File: src/rtl/mvp_pkg.sv
// ----------------------------------------------------------------------------
// mvp_pkg
// Shared types and constants of the matrix-vector product unit.
// ----------------------------------------------------------------------------
package mvp_pkg;

   localparam int DATA_WIDTH     = 16;
   localparam int PROD_WIDTH     = 2 * DATA_WIDTH;
   localparam int ACC_WIDTH      = 48;
   localparam int SUM_WIDTH      = 32;
   localparam int ROW_IDX_WIDTH  = 6;
   localparam int VEC_IDX_WIDTH  = 6;
   localparam int CFG_IDX_WIDTH  = 2;
   localparam int CFG_DATA_WIDTH = 7;
   localparam int DIM_WIDTH      = 7;
   localparam int SHIFT_WIDTH    = 5;
   localparam int QUEUE_DEPTH    = 2;

   localparam logic [DIM_WIDTH-1:0]   NUM_ROWS_RESET   = 7'd64;
   localparam logic [DIM_WIDTH-1:0]   NUM_COLS_RESET   = 7'd64;
   localparam logic [SHIFT_WIDTH-1:0] FRAC_SHIFT_RESET = 5'd15;

   typedef enum logic [CFG_IDX_WIDTH-1:0] {
      CFG_NUM_ROWS   = 2'd0,
      CFG_NUM_COLS   = 2'd1,
      CFG_FRAC_SHIFT = 2'd2
   } cfg_index_type;

   typedef enum logic {
      CMD_LOAD_VEC = 1'b0,
      CMD_MATRIX   = 1'b1
   } cmd_type;

   typedef struct packed {
      logic [DIM_WIDTH-1:0]   num_rows;
      logic [DIM_WIDTH-1:0]   num_cols;
      logic [SHIFT_WIDTH-1:0] frac_shift;
   } cfg_type;

   // one matrix element with its vector operand, as handed to the MAC side
   typedef struct packed {
      logic signed [DATA_WIDTH-1:0] value;
      logic signed [DATA_WIDTH-1:0] xval;
      logic                         end_row;
      logic                         last;
      logic [ROW_IDX_WIDTH-1:0]     row_index;
   } job_type;

endpackage

File: src/rtl/mvp_if.sv
// ----------------------------------------------------------------------------
// mvp_if
// Valid/ready channels of the matrix-vector product unit.
// ----------------------------------------------------------------------------
interface mvp_req_if;
   logic                                   valid;
   logic                                   ready;
   logic                                   cmd;
   logic [mvp_pkg::VEC_IDX_WIDTH-1:0]      vec_index;
   logic signed [mvp_pkg::DATA_WIDTH-1:0]  value;

   modport source (output valid, cmd, vec_index, value, input ready);
   modport sink   (input valid, cmd, vec_index, value, output ready);
endinterface

interface mvp_rsp_if;
   logic                                   valid;
   logic                                   ready;
   logic [mvp_pkg::ROW_IDX_WIDTH-1:0]      row_index;
   logic signed [mvp_pkg::SUM_WIDTH-1:0]   sum;
   logic                                   saturated;
   logic                                   last;

   modport source (output valid, row_index, sum, saturated, last, input ready);
   modport sink   (input valid, row_index, sum, saturated, last, output ready);
endinterface

interface mvp_csr_if;
   logic                                   valid;
   logic                                   ready;
   logic [mvp_pkg::CFG_IDX_WIDTH-1:0]      index;
   logic [mvp_pkg::CFG_DATA_WIDTH-1:0]     data;

   modport source (output valid, index, data, input ready);
   modport sink   (input valid, index, data, output ready);
endinterface

File: src/rtl/mvp_front.sv
// ----------------------------------------------------------------------------
// mvp_front
// Accepts requests, writes vector loads into the store, tags matrix elements
// with their vector operand, end of row and last row.
// ----------------------------------------------------------------------------
module mvp_front #(
   parameter int MAX_ROWS = 64,
   parameter int MAX_COLS = 64
) (
   input  logic                clock,
   input  logic                reset,
   input  mvp_pkg::cfg_type    cfg,
   mvp_req_if.sink             req_ch,
   output logic                job_valid,
   output mvp_pkg::job_type    job_data,
   input  logic                job_ready
);

   localparam int COL_W  = $clog2(MAX_COLS + 1);
   localparam int ROW_W  = $clog2(MAX_ROWS + 1);
   localparam int ADDR_W = (MAX_COLS > 1) ? $clog2(MAX_COLS) : 1;

   logic signed [mvp_pkg::DATA_WIDTH-1:0] vec_store_ff [MAX_COLS];

   logic [COL_W-1:0] col_ff, col_in, col_plus, cols_eff;
   logic [ROW_W-1:0] row_ff, row_in, row_plus, rows_eff;
   logic             job_valid_ff, job_valid_in;

   logic signed [mvp_pkg::DATA_WIDTH-1:0] value_ff, xval_ff;
   logic                                  end_row_ff, last_ff;
   logic [mvp_pkg::ROW_IDX_WIDTH-1:0]     row_idx_ff;

   logic accept, is_matrix, end_row, last_row, wr_in_range;
   logic [ADDR_W-1:0] wr_addr;

   assign req_ch.ready = !job_valid_ff || job_ready;
   assign accept       = req_ch.valid && req_ch.ready;
   assign is_matrix    = (req_ch.cmd == mvp_pkg::CMD_MATRIX);
   assign wr_in_range  = int'(req_ch.vec_index) < MAX_COLS;
   assign wr_addr      = ADDR_W'(req_ch.vec_index);

   always_comb begin
      priority if (cfg.num_cols == '0) begin
         cols_eff = COL_W'(1);
      end else if (int'(cfg.num_cols) > MAX_COLS) begin
         cols_eff = COL_W'(MAX_COLS);
      end else begin
         cols_eff = COL_W'(cfg.num_cols);
      end
   end

   always_comb begin
      priority if (cfg.num_rows == '0) begin
         rows_eff = ROW_W'(1);
      end else if (int'(cfg.num_rows) > MAX_ROWS) begin
         rows_eff = ROW_W'(MAX_ROWS);
      end else begin
         rows_eff = ROW_W'(cfg.num_rows);
      end
   end

   assign col_plus = col_ff + COL_W'(1);
   assign row_plus = row_ff + ROW_W'(1);
   assign end_row  = (col_plus >= cols_eff);
   assign last_row = (row_plus >= rows_eff);

   always_comb begin
      col_in = col_ff;
      row_in = row_ff;
      if (accept && is_matrix) begin
         if (end_row) begin
            col_in = '0;
            row_in = last_row ? '0 : row_plus;
         end else begin
            col_in = col_plus;
         end
      end
   end

   always_comb begin
      if (accept && is_matrix) begin
         job_valid_in = 1'b1;
      end else if (job_ready) begin
         job_valid_in = 1'b0;
      end else begin
         job_valid_in = job_valid_ff;
      end
   end

   always_ff @(posedge clock) begin
      if (reset) begin
         col_ff       <= '0;
         row_ff       <= '0;
         job_valid_ff <= 1'b0;
      end else begin
         col_ff       <= col_in;
         row_ff       <= row_in;
         job_valid_ff <= job_valid_in;
      end
   end

   // vector store, registered read at the current column
   always_ff @(posedge clock) begin
      if (accept && !is_matrix && wr_in_range) begin
         vec_store_ff[wr_addr] <= req_ch.value;
      end
      if (accept && is_matrix) begin
         xval_ff    <= vec_store_ff[col_ff[ADDR_W-1:0]];
         value_ff   <= req_ch.value;
         end_row_ff <= end_row;
         last_ff    <= last_row;
         row_idx_ff <= mvp_pkg::ROW_IDX_WIDTH'(row_ff);
      end
   end

   assign job_valid          = job_valid_ff;
   assign job_data.value     = value_ff;
   assign job_data.xval      = xval_ff;
   assign job_data.end_row   = end_row_ff;
   assign job_data.last      = last_ff;
   assign job_data.row_index = row_idx_ff;

endmodule

File: src/rtl/mvp_queue.sv
// ----------------------------------------------------------------------------
// mvp_queue
// Short first-in first-out queue between the front and the MAC side.
// ----------------------------------------------------------------------------
module mvp_queue (
   input  logic              clock,
   input  logic              reset,
   input  logic              push_valid,
   input  mvp_pkg::job_type  push_data,
   output logic              push_ready,
   output logic              pop_valid,
   output mvp_pkg::job_type  pop_data,
   input  logic              pop_ready
);

   localparam int PTR_W = (mvp_pkg::QUEUE_DEPTH > 1) ? $clog2(mvp_pkg::QUEUE_DEPTH) : 1;
   localparam int CNT_W = $clog2(mvp_pkg::QUEUE_DEPTH + 1);

   mvp_pkg::job_type entry_ff [mvp_pkg::QUEUE_DEPTH];

   logic [PTR_W-1:0] wr_ptr_ff, wr_ptr_in, rd_ptr_ff, rd_ptr_in;
   logic [CNT_W-1:0] count_ff, count_in;
   logic             push, pop;

   assign push_ready = (count_ff != CNT_W'(mvp_pkg::QUEUE_DEPTH));
   assign pop_valid  = (count_ff != '0);
   assign push       = push_valid && push_ready;
   assign pop        = pop_valid && pop_ready;
   assign pop_data   = entry_ff[rd_ptr_ff];

   always_comb begin
      wr_ptr_in = wr_ptr_ff;
      rd_ptr_in = rd_ptr_ff;
      count_in  = count_ff;
      if (push) begin
         wr_ptr_in = (int'(wr_ptr_ff) == mvp_pkg::QUEUE_DEPTH - 1) ? '0 : wr_ptr_ff + PTR_W'(1);
      end
      if (pop) begin
         rd_ptr_in = (int'(rd_ptr_ff) == mvp_pkg::QUEUE_DEPTH - 1) ? '0 : rd_ptr_ff + PTR_W'(1);
      end
      if (push && !pop) begin
         count_in = count_ff + CNT_W'(1);
      end else if (pop && !push) begin
         count_in = count_ff - CNT_W'(1);
      end
   end

   always_ff @(posedge clock) begin
      if (reset) begin
         wr_ptr_ff <= '0;
         rd_ptr_ff <= '0;
         count_ff  <= '0;
      end else begin
         wr_ptr_ff <= wr_ptr_in;
         rd_ptr_ff <= rd_ptr_in;
         count_ff  <= count_in;
      end
   end

   always_ff @(posedge clock) begin
      if (push) begin
         entry_ff[wr_ptr_ff] <= push_data;
      end
   end

endmodule

File: src/rtl/mvp_back.sv
// ----------------------------------------------------------------------------
// mvp_back
// MAC side: multiply, accumulate, shift at end of row, saturate to 32 bits.
// ----------------------------------------------------------------------------
module mvp_back (
   input  logic                                 clock,
   input  logic                                 reset,
   input  logic [mvp_pkg::SHIFT_WIDTH-1:0]      frac_shift,
   input  logic                                 job_valid,
   input  mvp_pkg::job_type                     job_data,
   output logic                                 job_ready,
   mvp_rsp_if.source                            rsp_ch
);

   localparam int ACC_W = mvp_pkg::ACC_WIDTH;
   localparam int SUM_W = mvp_pkg::SUM_WIDTH;
   localparam int RIW   = mvp_pkg::ROW_IDX_WIDTH;

   logic adv;

   // multiply stage
   logic                                  p_valid_ff, p_end_ff, p_last_ff;
   logic [RIW-1:0]                        p_row_ff;
   logic signed [mvp_pkg::PROD_WIDTH-1:0] prod_ff, prod_in;

   // accumulate stage
   logic signed [ACC_W-1:0] acc_ff, acc_in, acc_sum;
   logic                    s_valid_ff, s_valid_in, s_last_ff;
   logic [RIW-1:0]          s_row_ff;
   logic signed [ACC_W-1:0] s_sum_ff;

   // shift stage
   logic                    t_valid_ff, t_last_ff;
   logic [RIW-1:0]          t_row_ff;
   logic signed [ACC_W-1:0] t_sh_ff;

   // output register
   logic                    rsp_valid_ff, sat_ff, o_last_ff, sat_in;
   logic [RIW-1:0]          o_row_ff;
   logic signed [SUM_W-1:0] o_sum_ff, sum_in;

   assign adv       = !rsp_valid_ff || rsp_ch.ready;
   assign job_ready = adv;

   assign prod_in = $signed(job_data.value) * $signed(job_data.xval);
   assign acc_sum = acc_ff + ACC_W'(prod_ff);

   always_comb begin
      acc_in     = acc_ff;
      s_valid_in = 1'b0;
      if (p_valid_ff) begin
         if (p_end_ff) begin
            acc_in     = '0;
            s_valid_in = 1'b1;
         end else begin
            acc_in = acc_sum;
         end
      end
   end

   // clip when the bits above the 32-bit sign are not all copies of it
   always_comb begin
      sat_in = !((&t_sh_ff[ACC_W-1:SUM_W-1]) || !(|t_sh_ff[ACC_W-1:SUM_W-1]));
      if (sat_in) begin
         sum_in = t_sh_ff[ACC_W-1] ? {1'b1, {(SUM_W-1){1'b0}}} : {1'b0, {(SUM_W-1){1'b1}}};
      end else begin
         sum_in = t_sh_ff[SUM_W-1:0];
      end
   end

   always_ff @(posedge clock) begin
      if (reset) begin
         p_valid_ff   <= 1'b0;
         s_valid_ff   <= 1'b0;
         t_valid_ff   <= 1'b0;
         rsp_valid_ff <= 1'b0;
         acc_ff       <= '0;
      end else if (adv) begin
         p_valid_ff   <= job_valid;
         s_valid_ff   <= s_valid_in;
         t_valid_ff   <= s_valid_ff;
         rsp_valid_ff <= t_valid_ff;
         acc_ff       <= acc_in;
      end
   end

   always_ff @(posedge clock) begin
      if (adv) begin
         prod_ff   <= prod_in;
         p_end_ff  <= job_data.end_row;
         p_last_ff <= job_data.last;
         p_row_ff  <= job_data.row_index;
         s_sum_ff  <= acc_sum;
         s_last_ff <= p_last_ff;
         s_row_ff  <= p_row_ff;
         t_sh_ff   <= s_sum_ff >>> frac_shift;
         t_last_ff <= s_last_ff;
         t_row_ff  <= s_row_ff;
         o_sum_ff  <= sum_in;
         sat_ff    <= sat_in;
         o_last_ff <= t_last_ff;
         o_row_ff  <= t_row_ff;
      end
   end

   assign rsp_ch.valid     = rsp_valid_ff;
   assign rsp_ch.row_index = o_row_ff;
   assign rsp_ch.sum       = o_sum_ff;
   assign rsp_ch.saturated = sat_ff;
   assign rsp_ch.last      = o_last_ff;

endmodule

File: src/rtl/matrix_vector_product_unit.sv
// ----------------------------------------------------------------------------
// matrix_vector_product_unit
// Dense y = A * x: vector loads fill a store, matrix elements stream row-major.
// Throughput: one request per cycle, loads and matrix elements alike, unless
// result back-pressure fills the queue. A row result passes the front stage,
// queue, multiply, accumulate, shift and saturate registers in that order.
// Reset clears counters, accumulator and configuration (64 rows, 64 columns,
// shift 15); the vector store is undefined until loaded.
// ----------------------------------------------------------------------------
module matrix_vector_product_unit #(
   parameter int MAX_ROWS = 64,
   parameter int MAX_COLS = 64
) (
   input  logic     clock,
   input  logic     reset,
   mvp_req_if.sink  req_ch,
   mvp_rsp_if.source rsp_ch,
   mvp_csr_if.sink  csr_ch
);

   mvp_pkg::cfg_type cfg_ff, cfg_in;
   mvp_pkg::job_type front_job, q_job;
   logic             front_valid, q_ready, q_valid, back_ready;
   logic             csr_wr;

   assign csr_ch.ready = 1'b1;
   assign csr_wr       = csr_ch.valid && csr_ch.ready;

   always_comb begin
      cfg_in = cfg_ff;
      if (csr_wr) begin
         unique case (csr_ch.index)
            mvp_pkg::CFG_NUM_ROWS: begin
               cfg_in.num_rows = csr_ch.data;
            end
            mvp_pkg::CFG_NUM_COLS: begin
               cfg_in.num_cols = csr_ch.data;
            end
            mvp_pkg::CFG_FRAC_SHIFT: begin
               cfg_in.frac_shift = csr_ch.data[mvp_pkg::SHIFT_WIDTH-1:0];
            end
            default: begin
               cfg_in = cfg_ff;
            end
         endcase
      end
   end

   always_ff @(posedge clock) begin
      if (reset) begin
         cfg_ff.num_rows   <= mvp_pkg::NUM_ROWS_RESET;
         cfg_ff.num_cols   <= mvp_pkg::NUM_COLS_RESET;
         cfg_ff.frac_shift <= mvp_pkg::FRAC_SHIFT_RESET;
      end else begin
         cfg_ff <= cfg_in;
      end
   end

   mvp_front #(
      .MAX_ROWS (MAX_ROWS),
      .MAX_COLS (MAX_COLS)
   ) u_front (
      .clock     (clock),
      .reset     (reset),
      .cfg       (cfg_ff),
      .req_ch    (req_ch),
      .job_valid (front_valid),
      .job_data  (front_job),
      .job_ready (q_ready)
   );

   mvp_queue u_queue (
      .clock      (clock),
      .reset      (reset),
      .push_valid (front_valid),
      .push_data  (front_job),
      .push_ready (q_ready),
      .pop_valid  (q_valid),
      .pop_data   (q_job),
      .pop_ready  (back_ready)
   );

   mvp_back u_back (
      .clock      (clock),
      .reset      (reset),
      .frac_shift (cfg_ff.frac_shift),
      .job_valid  (q_valid),
      .job_data   (q_job),
      .job_ready  (back_ready),
      .rsp_ch     (rsp_ch)
   );

   a_no_rsp_after_reset: assert property (@(posedge clock)
      $past(reset) |-> !rsp_ch.valid)
      else $error("response valid straight after reset");

   a_sat_clips: assert property (@(posedge clock) disable iff (reset)
      rsp_ch.valid && rsp_ch.saturated |->
         (rsp_ch.sum == 32'sh7FFFFFFF) || (rsp_ch.sum == 32'sh80000000))
      else $error("saturated response not at a 32-bit limit");

   a_load_no_job: assert property (@(posedge clock) disable iff (reset)
      req_ch.valid && req_ch.ready && (req_ch.cmd == mvp_pkg::CMD_LOAD_VEC)
         |=> !front_valid)
      else $error("vector load request produced a matrix job");

endmodule

File: src/flat_wrapper.sv
// flat-port wrapper written by rule: the top's interface ports become plain ports
module matrix_vector_product_unit_flat 
#(
   parameter int MAX_ROWS = 64,
   parameter int MAX_COLS = 64
)
  (clock, reset, req_ch_valid, req_ch_cmd, req_ch_vec_index, req_ch_value, req_ch_ready, rsp_ch_valid, rsp_ch_row_index, rsp_ch_sum, rsp_ch_saturated, rsp_ch_last, rsp_ch_ready, csr_ch_valid, csr_ch_index, csr_ch_data, csr_ch_ready);
  mvp_req_if req_ch_i ();
  mvp_rsp_if rsp_ch_i ();
  mvp_csr_if csr_ch_i ();
  input  logic clock;
  input  logic reset;
  input wire logic [$bits(req_ch_i.valid)-1:0] req_ch_valid;
  input wire logic [$bits(req_ch_i.cmd)-1:0] req_ch_cmd;
  input wire logic [$bits(req_ch_i.vec_index)-1:0] req_ch_vec_index;
  input wire logic [$bits(req_ch_i.value)-1:0] req_ch_value;
  output wire logic [$bits(req_ch_i.ready)-1:0] req_ch_ready;
  output wire logic [$bits(rsp_ch_i.valid)-1:0] rsp_ch_valid;
  output wire logic [$bits(rsp_ch_i.row_index)-1:0] rsp_ch_row_index;
  output wire logic [$bits(rsp_ch_i.sum)-1:0] rsp_ch_sum;
  output wire logic [$bits(rsp_ch_i.saturated)-1:0] rsp_ch_saturated;
  output wire logic [$bits(rsp_ch_i.last)-1:0] rsp_ch_last;
  input wire logic [$bits(rsp_ch_i.ready)-1:0] rsp_ch_ready;
  input wire logic [$bits(csr_ch_i.valid)-1:0] csr_ch_valid;
  input wire logic [$bits(csr_ch_i.index)-1:0] csr_ch_index;
  input wire logic [$bits(csr_ch_i.data)-1:0] csr_ch_data;
  output wire logic [$bits(csr_ch_i.ready)-1:0] csr_ch_ready;
  assign req_ch_i.valid = req_ch_valid;
  assign req_ch_i.cmd = req_ch_cmd;
  assign req_ch_i.vec_index = req_ch_vec_index;
  assign req_ch_i.value = req_ch_value;
  assign req_ch_ready = req_ch_i.ready;
  assign rsp_ch_valid = rsp_ch_i.valid;
  assign rsp_ch_row_index = rsp_ch_i.row_index;
  assign rsp_ch_sum = rsp_ch_i.sum;
  assign rsp_ch_saturated = rsp_ch_i.saturated;
  assign rsp_ch_last = rsp_ch_i.last;
  assign rsp_ch_i.ready = rsp_ch_ready;
  assign csr_ch_i.valid = csr_ch_valid;
  assign csr_ch_i.index = csr_ch_index;
  assign csr_ch_i.data = csr_ch_data;
  assign csr_ch_ready = csr_ch_i.ready;
  matrix_vector_product_unit #(.MAX_ROWS(MAX_ROWS), .MAX_COLS(MAX_COLS)) u_core (.clock(clock), .reset(reset), .req_ch(req_ch_i), .rsp_ch(rsp_ch_i), .csr_ch(csr_ch_i));
endmodule
File: config.mk
export PLATFORM = sky130hd
export DESIGN_NAME = matrix_vector_product_unit_flat
export DESIGN_NICKNAME = d
export VERILOG_FILES = /design/src/rtl/mvp_pkg.sv /design/src/rtl/mvp_if.sv /design/src/rtl/mvp_front.sv /design/src/rtl/mvp_queue.sv /design/src/rtl/mvp_back.sv /design/src/rtl/matrix_vector_product_unit.sv /design/src/flat_wrapper.sv
export SDC_FILE = /design/constraint.sdc
export NUM_CORES = 2
export LEC_CHECK = 0
export ABC_AREA = 1
export CAP_MARGIN = 20
export CORE_ASPECT_RATIO = 0.8
export CORE_MARGIN = 4
export CORE_UTILIZATION = 40
export CTS_CLUSTER_SIZE = 25
export DETAILED_ROUTE_END_ITERATION = 16
export DONT_BUFFER_PORTS = 1
export PLACE_DENSITY = 0.53
export SKIP_CTS_REPAIR_TIMING = 1
export SLEW_MARGIN = 30
export SYNTH_ARGS = -nofsm -noshare
export SYNTH_HDL_FRONTEND = slang
export SYNTH_SLANG_ARGS = --single-unit
File: constraint.sdc
create_clock -name clock -period 6 [get_ports clock]
set_input_delay 0.3 -clock clock [delete_from_list [all_inputs] [get_ports clock]]
set_output_delay 0.3 -clock clock [all_outputs]
set_load 0.02 [all_outputs]
-- Word-level counts from Yosys, hierarchy flattened
Memories as Yosys holds them, arrays and structs flattened. A register that Yosys moved wholly into a read port is not among the register bits.
Index checks and enable logic that the tools add are counted.
- multiply operators: 1
- bitwise gates (word level): 0
- shift operators: 1
- reduce and logical (&&, ||, !) cells: 30
- equality and inequality tests: 3
- add/sub/neg operators: 7
- order comparisons: 4
- divide/modulo/power cells: 0
- muxes and demuxes: 23
- operators by type and width (kind ; count):
    2-to-1 mux 32 bit ; 2
    adder 48 x 32 -> 48 bit ; 1
    2-to-1 mux 48 bit ; 1
    >>> shifter 48 x 5 -> 48 bit ; 1
    2-to-1 mux 7 bit ; 6
    multiplier 16 x 16 -> 32 bit ; 1
    AND reduction 17 bit ; 1
    OR reduction 17 bit ; 1
    adder 7 x 1 -> 7 bit (second input constant) ; 2
    greater-or-equal comparator 7 bit ; 2
    > comparator 7 bit (second input constant) ; 2
    zero test 7 bit ; 2
    2-to-1 mux 1 bit ; 12
    AND reduction 2 bit ; 5
    logical AND 1 bit ; 7
    zero test 1 bit ; 7
    nonzero test 2 bit ; 3
    2-to-1 mux 2 bit ; 2
    logical OR 1 bit ; 3
    adder 1 bit (second input constant) ; 2
    adder 2 x 1 -> 2 bit (second input constant) ; 1
    equality test 2 x 1 -> 1 bit (second input constant) ; 1
    equality test 2 bit (second input constant) ; 1
    zero test 2 bit ; 1
    2 further kinds ; 2
- memories kept: 2
- RAM bits: 1104
- input port bits: 37
- register bits after elaboration: 304
- memory bits (read-only): 0
- output and inout bits: 43
- latch bits: 0
- memories (name ; depth ; width ; read ports ; clocked after memory_dff ; wr ports ; RTL line ; RTL):
    u_core.u_front.vec_store_ff ; 64 ; 16 ; 1 ; 1 ; 1 ; mvp_front.sv:23 ; logic signed [mvp_pkg::DATA_WIDTH-1:0] vec_store_ff [MAX_COLS];
    u_core.u_queue.entry_ff ; 2 ; 40 ; 1 ; 1 ; 1 ; mvp_queue.sv:19 ; mvp_pkg::job_type entry_ff [mvp_pkg::QUEUE_DEPTH];

-- Depth between registers and ports, before layout
- depth after elaboration: 6
- gate-level depth with buffers: 30
- depth with buffers taken out: 28

-- By module
Synthesis repeated with hierarchy kept, for this count alone.
- cell total of the unflattened synthesis: 7943
- area total of the unflattened synthesis: 75035.7 µm²
- by module, submodules not included (module ; instances ; area an instance (µm²) ; cells each ; seq. area each (µm²)):
    mvp_front ; 1 ; 45854.0 ; 4307 ; 32250.9
    mvp_back ; 1 ; 25150.4 ; 3359 ; 6746.5
    mvp_queue ; 1 ; 3136.8 ; 161 ; 2502.4
    matrix_vector_product_unit ; 1 ; 894.6 ; 116 ; 380.4

-- Worst setup path after synthesis
No wires, ideal clock.
- path kind: register to register
- from: reg (tool-made name)
- to: reg u_core.u_back.prod_ff[29] (netlist name), data pin
- buffers on the path: 3
- library setup time: 253 ps
- arrival: 5795 ps
- required time: 5747 ps
- slack: -48 ps
- clock period less this slack: 6048 ps
- stages on the path, launching flop included: 21
- cells stage by stage: dfxtp_1 > buf_2 > buf_2 > o21ai_0 > clkbuf_1 > nor2_1 > fa_1 > fa_1 > inv_1 > fa_1 > fa_1 > fa_1 > fa_1 > inv_1 > ha_1 > nand2_1 > nor2_1 > nand2_1 > or2_2 > nand4_1 > nand2_1
- RTL lines (element ; RTL line ; RTL):
    end signal, assigned ; mvp_back.sv:89 ; prod_ff <= prod_in;
    end, declared ; mvp_back.sv:24 ; logic signed [mvp_pkg::PROD_WIDTH-1:0] prod_ff, prod_in;

==> impl_metrics.env <==
export IMPL_status="completed"
export IMPL_grt_max_degree=189
export IMPL_synth_top_area_share_pct=56.6
export IMPL_nFillCells=16273
export IMPL_final_nets=7268
export IMPL_antenna_found_initial=2
export IMPL_syn_nets=7023
export IMPL_synth_yosys_seq_area_share_pct=59.1
export IMPL_synth_top_area_cell="edfxtp_1"
export IMPL_cp_slowest_cell="fa_1"
export IMPL_finalCritPeriodShare_pct=99.9
export IMPL_avgSynthCellArea_um2=10.8
export IMPL_gp_congestion=0.929
export IMPL_most_common_layout_cells="edfxtp_1 (1334), nand2_1 (1043), nor2_1 (851)"
export IMPL_min_path_type="primary input to register"
export IMPL_via_per_inst=5.34
export IMPL_detail_route_wl_per_cell_um=22.5
export IMPL_max_stage_delay_ns=0.63
export IMPL_tightest_slew_ns=0.973
export IMPL_synthCells=6577
export IMPL_finalMaxSlewViolations=0
export IMPL_fmax_mhz=167
export IMPL_clk_pin_slew_ns=0.06
export IMPL_timing_critical_path_mode_cell="fa_1"
export IMPL_fin_ws_ns=0.00743
export IMPL_ys_warn_count=0
export IMPL_die_w_um=478
export IMPL_syn_area_um2=70800
export IMPL_totalWireLength_um=209000
export IMPL_critPathKind="register to register"
export IMPL_reg2reg_depth=23
export IMPL_multi_input_comb_area_um2=25800
export IMPL_cp_max_fo=7
export IMPL_setup_viol=0
export IMPL_arrival_ns=6.53
export IMPL_cts_tree="built"
export IMPL_clockBufferDepth=3
export IMPL_mostFrequentLayoutCell="edfxtp_1"
export IMPL_startpoint_type="register"
export IMPL_dpl_worst_slack_ns=-0.276
export IMPL_slew_headroom_pct=35.1
export IMPL_die_h_um=384
export IMPL_first_pass_iters=6
export IMPL_drt_iter0_markers=5412
export IMPL_tns_ns=0
export IMPL_h_tree_depth=4
export IMPL_num_rows=137
export IMPL_grt_usage_pct=22.4
export IMPL_seqCellArea_um2=41900
export IMPL_dpl_cell_count=8936
export IMPL_crit_chain="buf_12 -> buf_6 -> nand2_1 -> o21ai_0 -> buf_4 -> buf_6 -> nor2_1 -> fa_1 -> fa_1 -> fa_1 -> fa_2 -> fa_1 -> inv_1 -> fa_1 -> inv_1 -> ha_4 -> a21oi_2 -> o21ai_1 -> a21oi_2 -> nand3_4 -> buf_4 -> buf_4 -> xor2_1"
export IMPL_clockRootBuffer="clkbuf_16"
export IMPL_dp_hpwl_um=138000
export IMPL_cts_sinks=1425
export IMPL_overflow=0
export IMPL_reg2reg_slack_ns=0.007
export IMPL_ant_nets=0
export IMPL_drive_gt1_share_pct=12.5
export IMPL_critPathRequiredTime_ns=6.54
export IMPL_rsz0062_at_grt="true"
export IMPL_period_minus_slack_ns=5.99
export IMPL_hp_start="csr_ch_valid"
export IMPL_min_delay_path_depth=4
export IMPL_synth_cell_type_count=51
export IMPL_insertion_delay_ns=0.80
export IMPL_timing_final_hold_violations=0
export IMPL_ys_ff_latch=1425
export IMPL_areaGrowthSynthToFinish_pct=16.1
export IMPL_drv_cap=0
export IMPL_synthTopCellsByArea="edfxtp_1 (57%), fa_1 (7.4%), nand2_1 (5.7%), nor2_1 (4.7%), o21ai_0 (4.6%)"
export IMPL_num_vias=49655
export IMPL_core_area_um2=175000
export IMPL_grt_pass1_vias=47158
export IMPL_io_pins=80
export IMPL_cts_made_buffers=152
export IMPL_cp_end_kind="register"
export IMPL_grt_pass1_wl_um=312000
export IMPL_die_area_um2=184000
export IMPL_initial_core_util_pct=40.4
export IMPL_fin_cells=9306
export IMPL_skew_ns=0.0329
export IMPL_io_buffers=0
export IMPL_drc=0
export IMPL_final_core_util_pct=46.9
[final cells by class]
| cell class | instances | share of cell area, % |
|---|---|---|
| Antenna cell | 2 | 0.00609 |
| Inverter | 700 | 3.24 |
| Timing Repair Buffer | 414 | 4.91 |
| Clock buffer | 191 | 4.83 |
| Sequential cell | 1425 | 51.0 |
| Tap cell | 2363 | 3.60 |
| Multi-Input combinational cell | 4129 | 31.4 |
| Clock inverter | 82 | 1.06 |
[routing by layer]
| layer | vias to the layer above | GRT usage [%] | wire length [um] |
|---|---|---|---|
| met4 | 0 | 4.64 | 3740 |
| li1 | 23170 | - | - |
| met5 | - | 0 | 0 |
| met3 | 234 | 3.90 | 17100 |
| met2 | 1644 | 31.1 | 85800 |
| met1 | 24607 | 36.3 | 103000 |
[stage by stage]
step                      cell area [um^2]  hold slack, ns
final                                82200          0.0126
after global routing                 82200        -0.00338
after CTS                            80000          -0.477
after detailed placement             75200           0.385
after global placement               75100           0.385
after floorplan                      70800           0.399
[state kept, by name, indices dropped and copies added (netlist names), 7 cells and up, named ones only]
| name | cells |
|---|---|
| u_core.u_back.t_sh_ff | 48 |
| u_core.u_front.col_ff | 7 |
| u_core.u_back.prod_ff | 32 |
| u_core.u_front.xval_ff | 16 |
| u_core.u_front.vec_store_ff | 1024 |
| u_core.u_front.row_ff | 7 |
| u_core.u_back.s_sum_ff | 48 |
| u_core.u_back.acc_ff | 48 |
| u_core.u_queue.entry_ff | 80 |
| u_core.cfg_ff | 19 |
| u_core.u_front.value_ff | 16 |
| u_core.u_back.rsp_ch.sum | 32 |
[logic make-up (layout without fill, tap and decap cells)]
| kind of cell | Yosys count | after routing | synth area share (%) |
|---|---|---|---|
| fa+ha+maj | 409 | 409 | 10.0 |
| simple gates | 2355 | 2355 | 13.4 |
| buf+inv | 1023 | 1387 | 5.73 |
| mux | 19 | 19 | 0.283 |
| xor+xnor | 62 | 62 | 0.799 |
| compound gates | 1283 | 1283 | 10.6 |
| flops | 1425 | 1425 | 59.1 |
| other cells | 1 | 3 | 0.00530 |
[critical path: cells and delay by family (launching register included)]
family                     cells  cell delay, ns
xor gates and xnor gates       1            0.13
and+or+nand+nor                3            0.26
buffers and inverters          8            1.02
adders and majority gates      7            3.34
DFF                            1            0.44
AOI/OAI and AO/OA              4            0.54
[worst paths after layout]
path,endpoint
min,u_core.cfg_ff[12]
max,u_core.u_back.prod_ff[23]
max reg2reg,u_core.u_back.prod_ff[23]
min reg2reg,u_core.u_back.rsp_ch.row_index[4]
[synth_stat cells (all sizes together)]
cell / n
edfxtp: 1334
nand2: 1072
nor2: 896
o21ai: 715
inv: 690
nand3: 281
fa: 263
clkbuf: 193
o211ai: 152
ha: 146
a21oi: 141
buf: 130
o22ai: 128
o221ai: 116
dfxtp: 91
xor2: 49
nand4: 37
and2: 31
nor3: 19
a31oi: 13
xnor2: 13
mux2i: 11
clkinv: 10
mux2: 8
nand3b: 7
or2: 7
a21o: 5
nor4: 5
o21bai: 5
o21a: 3
a22oi: 2
a211oi: 1
a21boi: 1
conb: 1
o2111ai: 1
Power is left out: the tool's default activity adds up to more than one toggle a clock period on the data nets, which glitch-free logic cannot reach.
